### src/tfi_divider.sv
// unsigned restoring divider, one quotient bit per cycle
`timescale 1ns / 1ps
`default_nettype none
module tfi_divider (
	input  wire logic        clk,
	input  wire logic        arst_n,
	input  wire logic        start,
	input  wire logic [63:0] dividend,
	input  wire logic [32:0] divisor,
	output logic             done,
	output logic [63:0]      quotient
);
	logic [63:0] quo_q;
	logic [33:0] rem_q;
	logic [32:0] div_q;
	logic [6:0]  cnt_q;
	logic        busy_q;
	logic [33:0] shifted;
	logic [34:0] trial;

	assign shifted  = {rem_q[32:0], quo_q[63]};
	assign trial    = {1'b0, shifted} - {2'b00, div_q};
	assign quotient = quo_q;

	always_ff @(posedge clk or negedge arst_n) begin
		if (!arst_n) begin
			busy_q <= 1'b0;
			done   <= 1'b0;
			cnt_q  <= '0;
		end else begin
			done <= 1'b0;
			if (start) begin
				busy_q <= 1'b1;
				cnt_q  <= 7'd64;
			end else if (busy_q) begin
				cnt_q <= cnt_q - 7'd1;
				if (cnt_q == 7'd1) begin
					busy_q <= 1'b0;
					done   <= 1'b1;
				end
			end
		end
	end

	always_ff @(posedge clk) begin
		if (start) begin
			quo_q <= dividend;
			rem_q <= '0;
			div_q <= divisor;
		end else if (busy_q) begin
			if (!trial[34]) begin
				rem_q <= trial[33:0];
				quo_q <= {quo_q[62:0], 1'b1};
			end else begin
				rem_q <= shifted;
				quo_q <= {quo_q[62:0], 1'b0};
			end
		end
	end
endmodule
`default_nettype wire

### config.mk
export PLATFORM = sky130hd
export DESIGN_NAME = tfi_divider
export DESIGN_NICKNAME = d
export VERILOG_FILES = /design/src/tfi_divider.sv
export SDC_FILE = /design/constraint.sdc
export NUM_CORES = 1
export LEC_CHECK = 0
export ABC_AREA = 0
export ABC_CLOCK_PERIOD_IN_PS = 8600
export BUFFER_PORTS_ARGS = -buffer_cell sky130_fd_sc_hd__buf_4
export CORE_MARGIN = 1
export CORE_UTILIZATION = 41
export CTS_CLUSTER_DIAMETER = 50
export DETAILED_ROUTE_END_ITERATION = 8
export PLACE_DENSITY = 0.68
export SLEW_MARGIN = 10
export SYNTH_ARGS = -nofsm -noshare
export SYNTH_HDL_FRONTEND = slang
export SYNTH_SLANG_ARGS = --single-unit
### constraint.sdc
create_clock -name clk -period 8.6 [get_ports clk]
set_clock_uncertainty 0.05 [all_clocks]
set_input_delay 1.29 -clock clk [delete_from_list [all_inputs] [get_ports clk]]
set_output_delay 1.29 -clock clk [all_outputs]
set_load 0.005 [all_outputs]
; ---- Word-level counts from Yosys, hierarchy flattened
; Cells that the tools add are included.
[totals]
regBits = 139
latch_bits = 0
ramBits = 0
mem_bits_ro = 0
n_memories = 0
[classes]
n_addsub = 2
multipliers = 0
div_mod_pow = 0
n_lt_le_gt_ge = 0
eq_ne = 1
shifts = 0
muxes = 12
bitwise = 0
reduce_logical = 1
[ops]
columns = op, n
row1 = 64-bit two-way mux, 2
row2 = 34-bit by 33-bit subtractor with 35-bit output, 1
row3 = 33-bit two-way mux, 1
row4 = 7-bit two-way mux, 2
row5 = 7-bit by 1-bit == test with 1-bit output (second input constant), 1
row6 = 1-bit two-way mux, 7
row7 = 7-bit by 1-bit subtractor with 7-bit output (second input constant), 1
row8 = 2-bit nonzero test, 1

; ---- Longest topological paths before layout
[logic_depth]
ltp_word = 4
ltp_mapped = 14
depth_no_buf = 12

; ---- Least setup slack after synthesis
; No wires, ideal clock.
[synth_path]
kind = input to register
start = input start
end = register quo_q[0] (netlist: quotient[0]) (enable)
setup_ns = 0.394
arrival_ns = 2.692
t_required_ns = 8.156
slack_ns = 5.464
cell_stages = 3
cell_sequence = clkbuf_1 clkbuf_1 or2_2
[synth_via]
elab_chain_len = 1
[synth_lines]
columns = element, line_no
row1 = start: declaration, 7  ; input wire logic start,
row2 = 2-bit nonzero test (no line), --
row3 = end signal: assignment, 47  ; quo_q <= dividend;
row4 = end signal: assignment, 53  ; quo_q <= {quo_q[62:0], 1'b1};
row5 = end signal: assignment, 56  ; quo_q <= {quo_q[62:0], 1'b0};
row6 = end: declaration, 13  ; logic [63:0] quo_q;
; Every way passes these cells.
; A chain may end at the register's enable or synchronous reset.

; ---- Worst setup path in the final report
[layout_path]
start = register quo_q[63] (netlist: quotient[63])
end = register rem_q[19]
[layout_via]
elab_chain_len = 2
[layout_lines]
columns = element, line_no
row1 = 34-bit by 33-bit subtractor with 35-bit output, 22  ; assign trial = {1'b0, shifted} - {2'b00, div_q};
row2 = 33-bit two-way mux, 51  ; if (!trial[34]) begin
row3 = end signal: assignment, 52  ; rem_q <= trial[33:0];
row4 = end signal: assignment, 55  ; rem_q <= shifted;
row5 = end: declaration, 14  ; logic [33:0] rem_q;
; Every way passes these cells.

==> flow_summary.ini <==
[synth]
synth_top_area_cell = edfxtp_1
postSynth.asyncResetShare_pct = 6.47
yosysTopAreaCellShare_pct = 38.3
synth_area_um2 = 7610
synth-edff-count = 97
avgSynthCellArea_um2 = 11.0
synth_cell_types = 70
syn_inst = 693
seq_area_frac_synth_pct = 49.9
synth-seq-cells = 139
ys.warnings.count = 0
yosys.cell_count.top_type = edfxtp_1
ys.flop_type = edfxtp_1
syn-num-nets = 829
synth_area_leaders = edfxtp_1, mux2_2, dfxtp_1, ha_1, dfrtp_1
ys_top_cells_by_count = edfxtp_1, mux2_2, nor2_1

[global_routing]
grt_pass1_vias = 5681
grt_max_degree = 79
grt_pass1_wl_mm = 27.9
grt-ovfl-total = 0
grt_use_total_pct = 18.2
antenna_found_initial = 0

[clocking]
ctsRootBufferMaster = clkbuf_16
clk_transition_reported_paths_ns = 0.07
cts.path.max_buffers = 2
cts_resized = 0
htreeDepth = 4
cts_tree = yes
cts_buffers = 17
cts_setup_buffers = 0
clock-sinks = 139
ctsHoldBuffers = 0
insertion_delay_ns = 0.43

[power_and_ir_drop]
leakage_nw = 4.06
peakVddDrop_v = 0.000157
power_density_nw_per_um2 = 285

[worst_setup_path]
crit_chain = inv_1 > ha_1 > inv_1 > fa_1 > a21o_1 > a31oi_1 > o31a_1 > o211ai_2 > nand3_2 > and3_1 > nand2_1 > a311oi_2
criticalPathCategory = reg -> reg
cp_slowest_cell = and3_1
cpPeakStageDelay_ns = 0.92
critPathCaptureType = flop
worstPathArrival_ns = 3.81
path_common_cell = inv_1
cp_max_fo = 28
cp-start-kind = flop
required_ns = 8.89

[drt]
antenna_left = 0
drt_pass1_iterations = 6
wire_per_inst_um = 15.5
vias_per_cell = 5.26
first_iter_violations = 327
dr_total_vias = 5731
wl_mm = 16.9
drc = 4

[finish]
multi_input_area_um2 = 3480
nets = 983
antenna_cells = 0
area_growth_pct = 25.8
stdcell_count = 1089
drive_above_1_share_pct = 33.0
regArea_um2 = 3800
fillers = 1598

[floorplanning]
die_area_um2 = 19100
die_h_um = 138
initial_utilization_pct = 42.1
rows = 49
io_pins = 165
coreArea_um2 = 18100
die_x_um = 138

[timing]
min_period_over_period_pct = 41.0
relSlewSlack_pct = 25.3
drv_slew = 0
setup_viol = 0
hold_ws_ns = 0.441
period_needed_ns = 3.53
fin_tns_setup_ns = 0
max_freq_mhz = 284
setup_ws_ns = 5.07
rsz0062_at_grt = false
hold_viol = 0
worstMarginPinSlew_ns = 1.12

[place]
gp_congestion = 0.818
placedCellCount = 1057
preCtsSetupSlack_ns = 5.07
hpwl_mm = 11.8
portBuffers = 164

[min_path]
hold_path_class = reg -> reg

[outcome]
outcome = complete, but fails checks
violations = DRC

[flow_run]
drv_cap = 0
## power by group
group / internal, W / total, W / switching, W
sequential: 0.000869 / 0.000970 / 0.000101
clock: 0.000408 / 0.000725 / 0.000317
combinational: 0.000481 / 0.00103 / 0.000554
## logic make-up (layout without fill, tap and decap cells)
group | count (synthesis) | in the layout | synth area share (%)
compound gates | 156 | 156 | 14.8
xor+xnor | 26 | 26 | 2.99
fa+ha+maj | 36 | 36 | 6.01
buf+inv | 80 | 247 | 4.39
flops | 139 | 139 | 49.9
mux | 72 | 72 | 10.5
simple gates | 184 | 184 | 11.4
## cells in the final DEF, fill, tap and decap left out, drive strengths merged, types with 3 or more instances in the layout
cell	Yosys	final
dfrtp	9	9
nor2	58	58
ha	35	35
o211ai	7	7
clkbuf	19	17
a21oi	37	37
o21bai	5	5
mux2i	7	7
inv	47	56
or3	4	4
o21a	7	7
nand2b	8	8
nand3	11	11
a211oi	15	15
edfxtp	97	97
mux2	65	65
or2	5	5
o41ai	3	3
a311oi	17	17
nor4	3	3
xnor2	15	15
a21o	16	16
o41a	3	3
xor2	11	11
clkinvlp	0	3
nand4	8	8
nand2	56	56
o21ai	23	23
dfxtp	33	33
and3	7	7
buf	14	168
nor3	13	13
## critical path: cells and delay by family, from the launching register on
family          cells  cell delay [ns]
fa+ha+maj           2             0.55
flops               1             0.38
simple gates        3             1.22
buf+inv             2             0.14
compound gates      5             1.10
## layer usage
layer  GRT usage [%]  wire length [um]
met5               0                 0
met4            5.03               199
met3            7.66              1330
met2            30.0              7830
met1            21.9              7510
## path summary, 6_finish.rpt
check                                               to  depth (start not counted)              startpoint  slack (ns)
worst min register to register  rem_q[10]$_SDFFE_PP0P_                          2   rem_q[9]$_SDFFE_PP0P_        0.44
worst max-delay path            rem_q[19]$_SDFFE_PP0P_                         12  quotient[63]$_DFFE_PP_        5.07
worst max register to register  rem_q[19]$_SDFFE_PP0P_                         12  quotient[63]$_DFFE_PP_        5.07
worst min-delay path            rem_q[10]$_SDFFE_PP0P_                          2   rem_q[9]$_SDFFE_PP0P_        0.44
min in group asynchronous         cnt_q[0]$_DFFE_PN0P_                          1                  arst_n        0.63
max in group asynchronous             busy_q$_DFF_PN0_                          1                  arst_n        7.73
## state kept, by name, indices dropped and copies added (netlist names)
register	count
quotient	64
rem_q	33
done	1
busy_q	1
div_q	33
cnt_q	7
## through the flow
stage          power (W)  util (%)  area [um^2]
2_1_floorplan    0.00175         -         7610
3_3_place_gp     0.00201      49.8         9010
3_5_place_dp     0.00201      49.8         9010
4_1_cts          0.00275      53.0         9580
5_1_grt          0.00292      53.0         9580
6_report         0.00273      53.0         9580
## cell type report
type | count | share of cell area (%)
flip-flops and latches | 139 | 39.7
well taps | 229 | 2.99
clock buffers | 17 | 4.44
multi-input cells | 474 | 36.3
repair buffers | 168 | 13.2
inverters | 47 | 1.84
clock inverters | 15 | 1.58
Power figures use the tool's default switching activity.
